`config.mk`:
```
export PLATFORM = sky130hd
export DESIGN_NAME = vcr_ctrl
export DESIGN_NICKNAME = d
export VERILOG_FILES = /design/src/sv/vcr_pkg.sv /design/src/sv/vcr_ctrl.sv
export VERILOG_INCLUDE_DIRS = /design/src /design/src/sv
export SDC_FILE = /design/constraint.sdc
export NUM_CORES = 1
export LEC_CHECK = 0
export ABC_CLOCK_PERIOD_IN_PS = 1900
export CORE_MARGIN = 4
export CORE_UTILIZATION = 46
export DETAILED_ROUTE_END_ITERATION = 10
export DONT_BUFFER_PORTS = 1
export GPL_TIMING_DRIVEN = 0
export PLACE_DENSITY = 0.66
export SLEW_MARGIN = 20
export SYNTH_ARGS = -nofsm -noshare
export SYNTH_HDL_FRONTEND = slang
export SYNTH_SLANG_ARGS = --single-unit
```
`constraint.sdc`:
```
create_clock -name clock -period 1.9 [get_ports clock]
set_input_delay 0.38 -clock clock [delete_from_list [all_inputs] [get_ports clock]]
set_output_delay 0.38 -clock clock [all_outputs]
set_load 0.005 [all_outputs]
```
`src/sv/vertex_cluster_representative_defines.svh`:
```
// Assertion helpers used by vcr_ctrl.
`ifndef VERTEX_CLUSTER_REPRESENTATIVE_DEFINES_SVH
`define VERTEX_CLUSTER_REPRESENTATIVE_DEFINES_SVH

// same-cycle implication
`define VCR_ASSERT_IMP(label, clk, rst, ante, cons) \
   label: assert property (@(posedge clk) disable iff (rst) (ante) |-> (cons)) \
      else $error("assertion check failed");

// next-cycle implication
`define VCR_ASSERT_NXT(label, clk, rst, ante, cons) \
   label: assert property (@(posedge clk) disable iff (rst) (ante) |=> (cons)) \
      else $error("assertion check failed");

`endif

```
`src/sv/vcr_pkg.sv`:
```
package vcr_pkg;

   localparam logic [1:0] MODE_LOAD   = 2'd0;
   localparam logic [1:0] MODE_LOOKUP = 2'd1;
   localparam logic [1:0] MODE_CLEAR  = 2'd2;

   localparam logic [2:0] CSR_MIN_X     = 3'd0;
   localparam logic [2:0] CSR_MIN_Y     = 3'd1;
   localparam logic [2:0] CSR_MIN_Z     = 3'd2;
   localparam logic [2:0] CSR_CELL_SIZE = 3'd3;
   localparam logic [2:0] CSR_INV_SIZE  = 3'd4;
   localparam logic [2:0] CSR_DIMS      = 3'd5;
   localparam logic [2:0] CSR_STRATEGY  = 3'd6;

   localparam logic [63:0] SAT_SCORE = 64'hFFFF_FFFF_FFFF_FFFF;
   localparam int CELL_FULL_W = 18;

   typedef struct packed {
      logic [1:0]         mode;
      logic signed [31:0] pos_x;
      logic signed [31:0] pos_y;
      logic signed [31:0] pos_z;
      logic [31:0]        weight;
      logic [15:0]        query_index;
   } req_type;

   typedef struct packed {
      logic        status;
      logic [15:0] vertex_index;
      logic [14:0] cell_index;
      logic [15:0] representative;
      logic        remapped;
   } rsp_type;

   typedef struct packed {
      logic        occ;
      logic [15:0] vtx;
      logic [63:0] score;
   } cell_word_type;

   typedef struct packed {
      logic capture;
      logic rel;
      logic mul_lo;
      logic mul_hi;
      logic quot;
      logic csmul;
      logic diff;
      logic square;
      logic accum;
      logic cell_calc;
      logic cell_rd;
      logic cell_wr;
      logic vtx_rd;
      logic lk_cell;
      logic lk_res;
      logic sweep_step;
      logic res_zero;
      logic res_full;
      logic res_miss;
      logic rsp_load;
   } cmd_type;

   typedef struct packed {
      logic [1:0] mode;
      logic       full;
      logic       miss;
      logic       axis_last;
      logic       sweep_last;
   } sts_type;

endpackage

```
`src/sv/vcr_ctrl.sv`:
```
`include "vertex_cluster_representative_defines.svh"

module vcr_ctrl (
   input  logic             clock,
   input  logic             reset,
   input  logic             req_valid,
   output logic             req_ready,
   output logic             rsp_valid,
   input  logic             rsp_ready,
   input  vcr_pkg::sts_type sts,
   output vcr_pkg::cmd_type cmd
);

   localparam logic [4:0] S_INIT = 5'd0;
   localparam logic [4:0] S_IDLE = 5'd1;
   localparam logic [4:0] S_DEC  = 5'd2;
   localparam logic [4:0] S_REL  = 5'd3;
   localparam logic [4:0] S_MLO  = 5'd4;
   localparam logic [4:0] S_MHI  = 5'd5;
   localparam logic [4:0] S_QUO  = 5'd6;
   localparam logic [4:0] S_CSM  = 5'd7;
   localparam logic [4:0] S_DIF  = 5'd8;
   localparam logic [4:0] S_SQR  = 5'd9;
   localparam logic [4:0] S_ACC  = 5'd10;
   localparam logic [4:0] S_CELL = 5'd11;
   localparam logic [4:0] S_CRD  = 5'd12;
   localparam logic [4:0] S_UPD  = 5'd13;
   localparam logic [4:0] S_VRD  = 5'd14;
   localparam logic [4:0] S_LCL  = 5'd15;
   localparam logic [4:0] S_LRD  = 5'd16;
   localparam logic [4:0] S_LRS  = 5'd17;
   localparam logic [4:0] S_CLR  = 5'd18;
   localparam logic [4:0] S_RSP  = 5'd19;

   logic [4:0] state_ff, state_in;
   logic       rsp_valid_ff, rsp_valid_in;

   assign req_ready = (state_ff == S_IDLE);
   assign rsp_valid = rsp_valid_ff;

   always_comb begin
      state_in = state_ff;
      cmd      = '0;
      case (state_ff)
         S_INIT: begin
            cmd.sweep_step = 1'b1;
            if (sts.sweep_last) state_in = S_IDLE;
         end
         S_IDLE: begin
            if (req_valid) begin
               cmd.capture = 1'b1;
               state_in    = S_DEC;
            end
         end
         S_DEC: begin
            case (sts.mode)
               vcr_pkg::MODE_LOAD: begin
                  if (sts.full) begin
                     cmd.res_full = 1'b1;
                     state_in     = S_RSP;
                  end else begin
                     state_in = S_REL;
                  end
               end
               vcr_pkg::MODE_LOOKUP: begin
                  if (sts.miss) begin
                     cmd.res_miss = 1'b1;
                     state_in     = S_RSP;
                  end else begin
                     state_in = S_VRD;
                  end
               end
               vcr_pkg::MODE_CLEAR: state_in = S_CLR;
               default: begin
                  cmd.res_zero = 1'b1;
                  state_in     = S_RSP;
               end
            endcase
         end
         S_REL: begin
            cmd.rel  = 1'b1;
            state_in = S_MLO;
         end
         S_MLO: begin
            cmd.mul_lo = 1'b1;
            state_in   = S_MHI;
         end
         S_MHI: begin
            cmd.mul_hi = 1'b1;
            state_in   = S_QUO;
         end
         S_QUO: begin
            cmd.quot = 1'b1;
            state_in = S_CSM;
         end
         S_CSM: begin
            cmd.csmul = 1'b1;
            state_in  = S_DIF;
         end
         S_DIF: begin
            cmd.diff = 1'b1;
            state_in = S_SQR;
         end
         S_SQR: begin
            cmd.square = 1'b1;
            state_in   = S_ACC;
         end
         S_ACC: begin
            cmd.accum = 1'b1;
            state_in  = sts.axis_last ? S_CELL : S_REL;
         end
         S_CELL: begin
            cmd.cell_calc = 1'b1;
            state_in      = S_CRD;
         end
         S_CRD: begin
            cmd.cell_rd = 1'b1;
            state_in    = S_UPD;
         end
         S_UPD: begin
            cmd.cell_wr = 1'b1;
            state_in    = S_RSP;
         end
         S_VRD: begin
            cmd.vtx_rd = 1'b1;
            state_in   = S_LCL;
         end
         S_LCL: begin
            cmd.lk_cell = 1'b1;
            state_in    = S_LRD;
         end
         S_LRD: begin
            cmd.cell_rd = 1'b1;
            state_in    = S_LRS;
         end
         S_LRS: begin
            cmd.lk_res = 1'b1;
            state_in   = S_RSP;
         end
         S_CLR: begin
            cmd.sweep_step = 1'b1;
            if (sts.sweep_last) begin
               cmd.res_zero = 1'b1;
               state_in     = S_RSP;
            end
         end
         S_RSP: begin
            // hold the result until the output register is free
            if (!rsp_valid_ff) begin
               cmd.rsp_load = 1'b1;
               state_in     = S_IDLE;
            end
         end
         default: state_in = S_IDLE;
      endcase
   end

   always_comb begin
      rsp_valid_in = rsp_valid_ff;
      if (rsp_valid_ff && rsp_ready) rsp_valid_in = 1'b0;
      if (cmd.rsp_load) rsp_valid_in = 1'b1;
   end

   always_ff @(posedge clock) begin
      if (reset) begin
         state_ff     <= S_INIT;
         rsp_valid_ff <= 1'b0;
      end else begin
         state_ff     <= state_in;
         rsp_valid_ff <= rsp_valid_in;
      end
   end

   `VCR_ASSERT_IMP(a_load_into_free, clock, reset, cmd.rsp_load, !rsp_valid_ff)
   `VCR_ASSERT_NXT(a_busy_after_take, clock, reset, req_valid && req_ready, !req_ready)
   `VCR_ASSERT_NXT(a_axis_loop, clock, reset, state_ff == S_ACC && !sts.axis_last, state_ff == S_REL)

endmodule

```
After elaboration in Yosys (flattened, before gate mapping)
Cells that the tools add are included.
{ "totals": {"output_inout_bits": 22, "input_bits": 10, "register_bits": 6} }
{ "op_classes": {"reduce_logical": 9, "n_mux": 38, "eq_ne": 25} }
{ "ops": {"columns": ["operator", "n"], "rows": [
  ["$pmux 5 s19", 1],
  ["$eq 5x4->1 const B", 8],
  ["$mux 5", 6],
  ["$mux 1", 27],
  ["$eq 5x3->1 const B", 4],
  ["$eq 5x5->1 const B", 4],
  ["$pmux 5 s3", 1],
  ["$eq 5x2->1 const B", 2],
  ["$ne 2x2->1 const B", 4],
  ["$reduce_or 2->1", 3],
  ["$eq 5x1->1 const B", 1],
  ["$logic_not 5->1", 1],
  ["$mux 4", 1],
  ["$reduce_and 4->1", 1],
  ["$reduce_or 3->1", 1],
  ["$eq 2x1->1 const B", 1],
  ["$eq 2x2->1 const B", 1],
  ["$logic_not 2->1", 1],
  ["$mux 2", 1],
  ["$pmux 1 s2", 1],
  ["$reduce_bool 2->1", 1],
  ["$logic_and 1x1->1", 1]
]} }

Logic depth before layout (Yosys ltp)
Gate-level depths: netlist of the first run.
{ "depth": {"depth_word": 4, "mapped_depth": 6} }

Worst setup path before layout of the first run
OpenSTA, ideal clock, no wires.
{ "synth_path": {"path_kind": "register to output", "start": "reg state_ff[1]", "end": "out cmd[2] (netlist name)", "path_stages_with_launch": 5, "t_arrival_ns": 1.411, "t_required_ns": 1.520, "path_buffers": 1, "setup_slack_ns": 0.109, "path_cell_list": "dfxtp_1 buf_4 or3b_4 or3_4 nor3b_1"} }
{ "synth_lines": {"columns": ["item", "line_no", "text"], "rows": [
  ["start: declaration", "vcr_ctrl.sv:35", "logic [4:0] state_ff, state_in;"],
  ["start signal: assignment", "vcr_ctrl.sv:169", "state_ff <= state_in;"],
  ["end: declaration", "vcr_ctrl.sv:11", "output vcr_pkg::cmd_type cmd"]
]} }

==> results of run 1 <==
## how the worst min path moves through the flow
stage | start | end | slack [ns] | cells after the start
floorplan | reset | state_ff[4] | 0.45 | 1
global placement | reset | rsp_valid | 0.46 | 1
global route | reset | state_ff[4] | 0.19 | 1
CTS | reset | state_ff[4] | 0.20 | 1
detailed placement | reset | rsp_valid | 0.46 | 1
finish | reset | state_ff[4] | 0.20 | 1
## registers in the layout (all words and copies together) (netlist names)
name / flops
rsp_valid: 1
state_ff: 5
## worst max-delay path, cell delays in order (launching register included)
cell	delay, ns
dfxtp_2	0.34
or3b_4	0.40
or3_4	0.41
and2b_1	0.22
## layer usage
| metal | global-route usage [%] | vias to the layer above | wire length [um] |
|---|---|---|---|
| li1 | - | 350 | - |
| met1 | 23.1 | 342 | 785 |
| met2 | 29.1 | 40 | 830 |
| met3 | 7.17 | 0 | 182 |
| met4 | 5.85 | 0 | 0 |
| met5 | 0 | - | 0 |
## logic make-up (layout without fill, tap and decap cells)
family                    after synthesis  count (layout)
xor gates and xnor gates                1               1
AOI/OAI and AO/OA                      22              22
DFF                                     6               6
and+or+nand+nor                        53              53
buffers and inverters                  13              17
## layout by cell type (no fill, tap or decap), types with 3 or more instances in the layout
master	n
nor2_1	12
nor3_1	8
nand2_1	7
a21oi_1	6
inv_1	5
clkbuf_1	3
clkbuf_2	3
o21ai_0	3
buf_4	3
clkbuf_4	3
dfxtp_1	3
dfxtp_2	3
## final cells by class
type	instances	area share, %
multi-input combinational	76	66.8
sequential	6	17.7
buffer	7	4.82
clock buffer	3	3.21
inverter	5	2.68
tap	15	2.68
timing repair buffer	2	2.14
## what timing repair did
action	CTS	global route
resized for setup	8	3
buffers inserted	2	0
hold endpoints to repair	0	0
setup endpoints to repair	5	13
pin swaps	1	1
## metrics by stage
stage	hold slack [ns]	total power, W	util, %	setup TNS [ns]
after floorplan	0.452	0.000595	-	0
after global placement	0.456	0.000691	49.8	0
after detailed placement	0.455	0.000699	49.8	0
after CTS	0.200	0.000888	54.3	-0.191
after global routing	0.188	0.000950	53.8	-0.274
final	0.199	0.000871	53.8	-0.147
## power groups by stage
stage | logic [W] | clock network (W) | registers (W)
3_5_place_dp | 0.000521 | 0 | 0.000178
2_1_floorplan | 0.000422 | 0 | 0.000173
3_3_place_gp | 0.000513 | 0 | 0.000178
6_report | 0.000570 | 0.000114 | 0.000186
5_1_grt | 0.000630 | 0.000130 | 0.000189
4_1_cts | 0.000587 | 0.000120 | 0.000181
==> impl_metrics.csv, run 1 <==
group,metric,value,unit
hold_path,hold_class,"in2reg",
synthesis,post-synth-top-count-cell,"nor2_1",
sta,worst_slew_pin_slew,0.428,ns
global_routing,grt_max_degree,11,
die,die_area,0.00202,mm2
die,die_h,45.0,um
synthesis,synth_compound_gate_area_share,24.1,%
die,floorplan.rows,13,
clocking,root_buffer,"clkbuf_4",
sta,drv_slew,0,
flow_run,maxCapViolCount,0,
worst_setup_path,r2r_cells,5,
synthesis,ys_top_cells_by_area,"dfxtp_1 19%, nor2_1 7.8%, nor3_1 6.4%, a21oi_1 4.8%, nand2_1 4.2%",
worst_setup_path,cp-start-kind,"flip-flop",
place,numPortBuffers,0,
clocking,clk_pin_slew_worst_paths,0.04,ns
place,dp_slack,0.00981,ns
worst_setup_path,critPathCaptureType,"output pin",
place,routabilityCongestion,0.815,
power_and_ir_drop,p_clk_share,13.1,%
worst_setup_path,worstSetupPathType,"reg2out",
clocking,clock_latency,0.24,ns
worst_setup_path,r2r-end,"state_ff[4]",
sta,min_period,1.98,ns
synthesis,syn_area,629,um2
finish,design_area,701,um2
drt,routedWlPerCell,15.8,um
drt,via_per_inst,6.42,
global_routing,globalRouteOverflowTotal,0,
sta,post-route-period-util,104,%
place,place_area,648,um2
outcome,failed_checks,"setup timing",
power_and_ir_drop,leakage,0.248,nW
synthesis,synth_top_family_by_area,"simple AND/OR/NAND/NOR gates",
worst_setup_path,cp.arrival,1.60,ns
finish,drive_gt1_share,18.2,%
clocking,h-tree-depth,1,
synthesis,synth_cell_types,36,
global_routing,grtUsageTotal,18.5,%
synthesis,synth_xor_area_share,1.39,%
sta,rsz0062_at_grt,"true",
global_routing,grt_pass1_wl,2790,um
sta,fin_ws,-0.0825,ns
place,hpwl,1360,um
clocking,cts_sinks,6,
clocking,cts_hold_buf,0,
power_and_ir_drop,p_sw,0.000410,W
clocking,cts.path.max_buffers,2,
global_routing,antenna_found_initial,0,
finish,area_growth,11.3,%
finish,antennaDiodeCount,0,
sta,relSlewSlack,71.4,%
synthesis,synth_sequential_area_ratio,19.1,%
drt,antenna_left,0,
finish,area.sequential,124,um2
clocking,cts_buffers,3,
synthesis,ys_warn_count,0,
synthesis,ys_seq_elements,6,
finish,finalNetCount,111,
drt,detail_route.iter0.violations,31,
synthesis,ys.flop_type,"dfxtp_1",
power_and_ir_drop,swShare,47.1,%
synthesis,syn_nets,105,
drt,wirelength,1800,um
outcome,status,"complete, but fails checks",
synthesis,syn_avg_cell_area,6.62,um2
synthesis,async_flop_share,0,%
synthesis,netlist.top_cell.by_area,"dfxtp_1",
worst_setup_path,regToRegStartpoint,"state_ff[1]",
worst_setup_path,worstPathRequired,1.52,ns
sta,hold_viol,0,
synthesis,syn-instance-count,95,
finish,multi_input_area,468,um2
worst_setup_path,startpoint,"state_ff[2]",
die,pin_count,32,
synthesis,synth_fa_ha_area_share,0,%
synthesis,synth.mux.area_fraction,0,%
clocking,cts_tree,"done",
die,core-area,0.00130,mm2
power_and_ir_drop,power_frac_comb,65.5,%
place,placed_cells,110,
drt,first_pass_iters,4,
drt,via_count,732,
power_and_ir_drop,power.internal,0.000461,W
synthesis,yosys.area_share.simple,46.5,%
power_and_ir_drop,power_density,1240,mW/mm2
power_and_ir_drop,seq_power_share,21.4,%
synthesis,synth_top_area_share,19.1,%
sta,fmax,504,MHz
sta,finalSetupViolations,2,
drt,drc_errors,0,
synthesis,synth-edff-count,0,
worst_setup_path,crit_end,"cmd[1]",
die,start_util,48.4,%
die,die_w,45.0,um
global_routing,grt_pass1_vias,630,
worst_setup_path,regToRegSetupSlack,0.12,ns
finish,fill_cells,144,
worst_setup_path,critPathMaxFanout,6,
sta,final.setup_skew,0.00448,ns
synthesis,synth_commonest_cells,"13 x nor2_1, 8 x nor3_1, 7 x nand2_1",
finish,finalNonFillerCells,114,
power_and_ir_drop,max-vdd-ir-drop,0.000492,V
Note: power is estimated with default switching activity, not from simulation.
==> run 2: changes to the inputs <==
--- a/config.mk
+++ b/config.mk
@@ -12,7 +12,7 @@
 export DETAILED_ROUTE_END_ITERATION = 10
 export DONT_BUFFER_PORTS = 1
 export GPL_TIMING_DRIVEN = 0
-export PLACE_DENSITY = 0.66
+export PLACE_DENSITY = 0.59
 export SLEW_MARGIN = 20
 export SYNTH_ARGS = -nofsm -noshare
 export SYNTH_HDL_FRONTEND = slang
==> impl_metrics.csv, run 2 (synthesized netlist as in run 1, its figures left out) <==
group,metric,value,unit
die,pin_count,32,
global_routing,grtUsageTotal,20.3,%
sta,hold_viol,0,
global_routing,globalRouteOverflowTotal,0,
sta,rsz0062_at_grt,"true",
sta,drv_slew,0,
drt,routedWlPerCell,17.2,um
sta,fmax,495,MHz
worst_setup_path,worstSetupPathType,"reg2out",
worst_setup_path,crit_end,"cmd[1]",
clocking,cts_sinks,6,
clocking,cts_tree,"done",
worst_setup_path,r2r_cells,4,
clocking,cts_buffers,3,
sta,worst_slew_pin_slew,0.392,ns
worst_setup_path,regToRegSetupSlack,0.10,ns
power_and_ir_drop,power,0.000907,W
worst_setup_path,worstPathRequired,1.52,ns
global_routing,antenna_found_initial,0,
clocking,cts.path.max_buffers,2,
clocking,root_buffer,"clkbuf_4",
global_routing,grt_pass1_vias,655,
finish,drive_gt1_share,24.2,%
drt,first_pass_iters,4,
drt,wirelength,1960,um
sta,post-route-period-util,106,%
flow_run,maxCapViolCount,0,
finish,final_common_cell,"nor2_1",
clocking,h-tree-depth,1,
clocking,clk_pin_slew_worst_paths,0.04,ns
worst_setup_path,r2r-end,"state_ff[3]",
die,die_area,0.00202,mm2
drt,antenna_left,0,
global_routing,grt_pass1_wl,3040,um
die,die_h,45.0,um
finish,antennaDiodeCount,0,
clocking,clock_latency,0.24,ns
finish,largest_reg_flops,5,
sta,min_period,2.02,ns
global_routing,grt_max_degree,11,
die,die_w,45.0,um
worst_setup_path,cp-start-kind,"flip-flop",
die,floorplan.rows,13,
worst_setup_path,cp.arrival,1.64,ns
outcome,status,"complete, but fails checks",
drt,drc_errors,0,
drt,detail_route.iter0.violations,20,
finish,final_cell_mix,"12 x nor2_1, 7 x nand2_1, 7 x nor3_1, 6 x a21oi_1, 5 x inv_1",
die,start_util,48.4,%
finish,finalNetCount,111,
outcome,failed_checks,"setup timing",
drt,via_count,712,
place,hpwl,1410,um
drt,via_per_inst,6.25,
place,numPortBuffers,0,
finish,area_growth,16.3,%
worst_setup_path,critPathCaptureType,"output pin",
sta,fin_ws,-0.121,ns
place,routabilityCongestion,0.786,
place,dp_slack,-0.0327,ns
sta,relSlewSlack,73.5,%
clocking,cts_hold_buf,0,
power_and_ir_drop,leakage,0.264,nW
hold_path,hold_class,"in2reg",
power_and_ir_drop,power_density,1240,mW/mm2
sta,final.setup_skew,0.00112,ns
power_and_ir_drop,max-vdd-ir-drop,0.000430,V
worst_setup_path,critPathMaxFanout,5,
finish,regMostFlops,"state_ff",
sta,finalSetupViolations,2,
worst_setup_path,regToRegStartpoint,"state_ff[4]",
worst_setup_path,startpoint,"state_ff[4]",
die,core-area,0.00130,mm2
run 2: cell counts in the layout (fill, tap and decap cells not counted):
No cell type changed its count.
run 2: routing by layer:
| layer | GRT usage [%] | wire length [um] |
|---|---|---|
| met5 | 0 | 0 |
| met4 | 0 | 0 |
| met2 | 33.3 | 967 |
| met1 | 27.5 | 804 |
| met3 | 6.77 | 184 |
run 2: critical path, stage by stage, from the launching register on:
cell     delay [ns]
dfxtp_2        0.35
or3b_4         0.41
or3_4          0.41
and2b_1        0.23
run 2: where the power goes:
group | internal [W] | switching [W]
Combinational | 0.000243 | 0.000361
Clock | 0.0000713 | 0.0000430
Sequential | 0.000162 | 0.0000264
run 2: how the worst min path moves through the flow:
stage          start           to  slack (ns)  depth (start not counted)
6_report       reset  state_ff[2]        0.20                          1
5_1_grt        reset  state_ff[4]        0.19                          1
4_1_cts        reset    rsp_valid        0.20                          1
3_5_place_dp   reset    rsp_valid        0.46                          1
3_3_place_gp   reset    rsp_valid        0.46                          1
2_1_floorplan  reset  state_ff[4]        0.45                          1
run 2: repair_timing:
item / CTS / global route
pin swaps: 1 / 3
setup buffers: 1 / 1
endpoints found under the setup margin: 6 / 14
gates cloned: 0 / 0
gates resized for setup: 8 / 12
run 2: area by class of cell:
type / instances / area, um2
flip-flops and latches: 6 / 126
multi-input cells: 76 / 495
fillers: 145 / 569
repair buffers: 2 / 15.0
clock buffers: 3 / 22.5
inverters: 5 / 18.8
plain buffers: 7 / 35.0
well taps: 15 / 18.8
run 2: metrics by stage:
stage / instances / utilization (%) / setup TNS [ns] / instance area [um2] / hold WS, ns
after floorplan: 95 / - / 0 / 629 / 0.452
after global placement: 110 / 49.8 / -0.0121 / 648 / 0.455
after detailed placement: 110 / 49.8 / -0.0356 / 648 / 0.459
after CTS: 114 / 53.8 / -0.300 / 699 / 0.200
after global routing: 114 / 56.3 / -0.277 / 732 / 0.194
final: 114 / 56.3 / -0.204 / 732 / 0.204
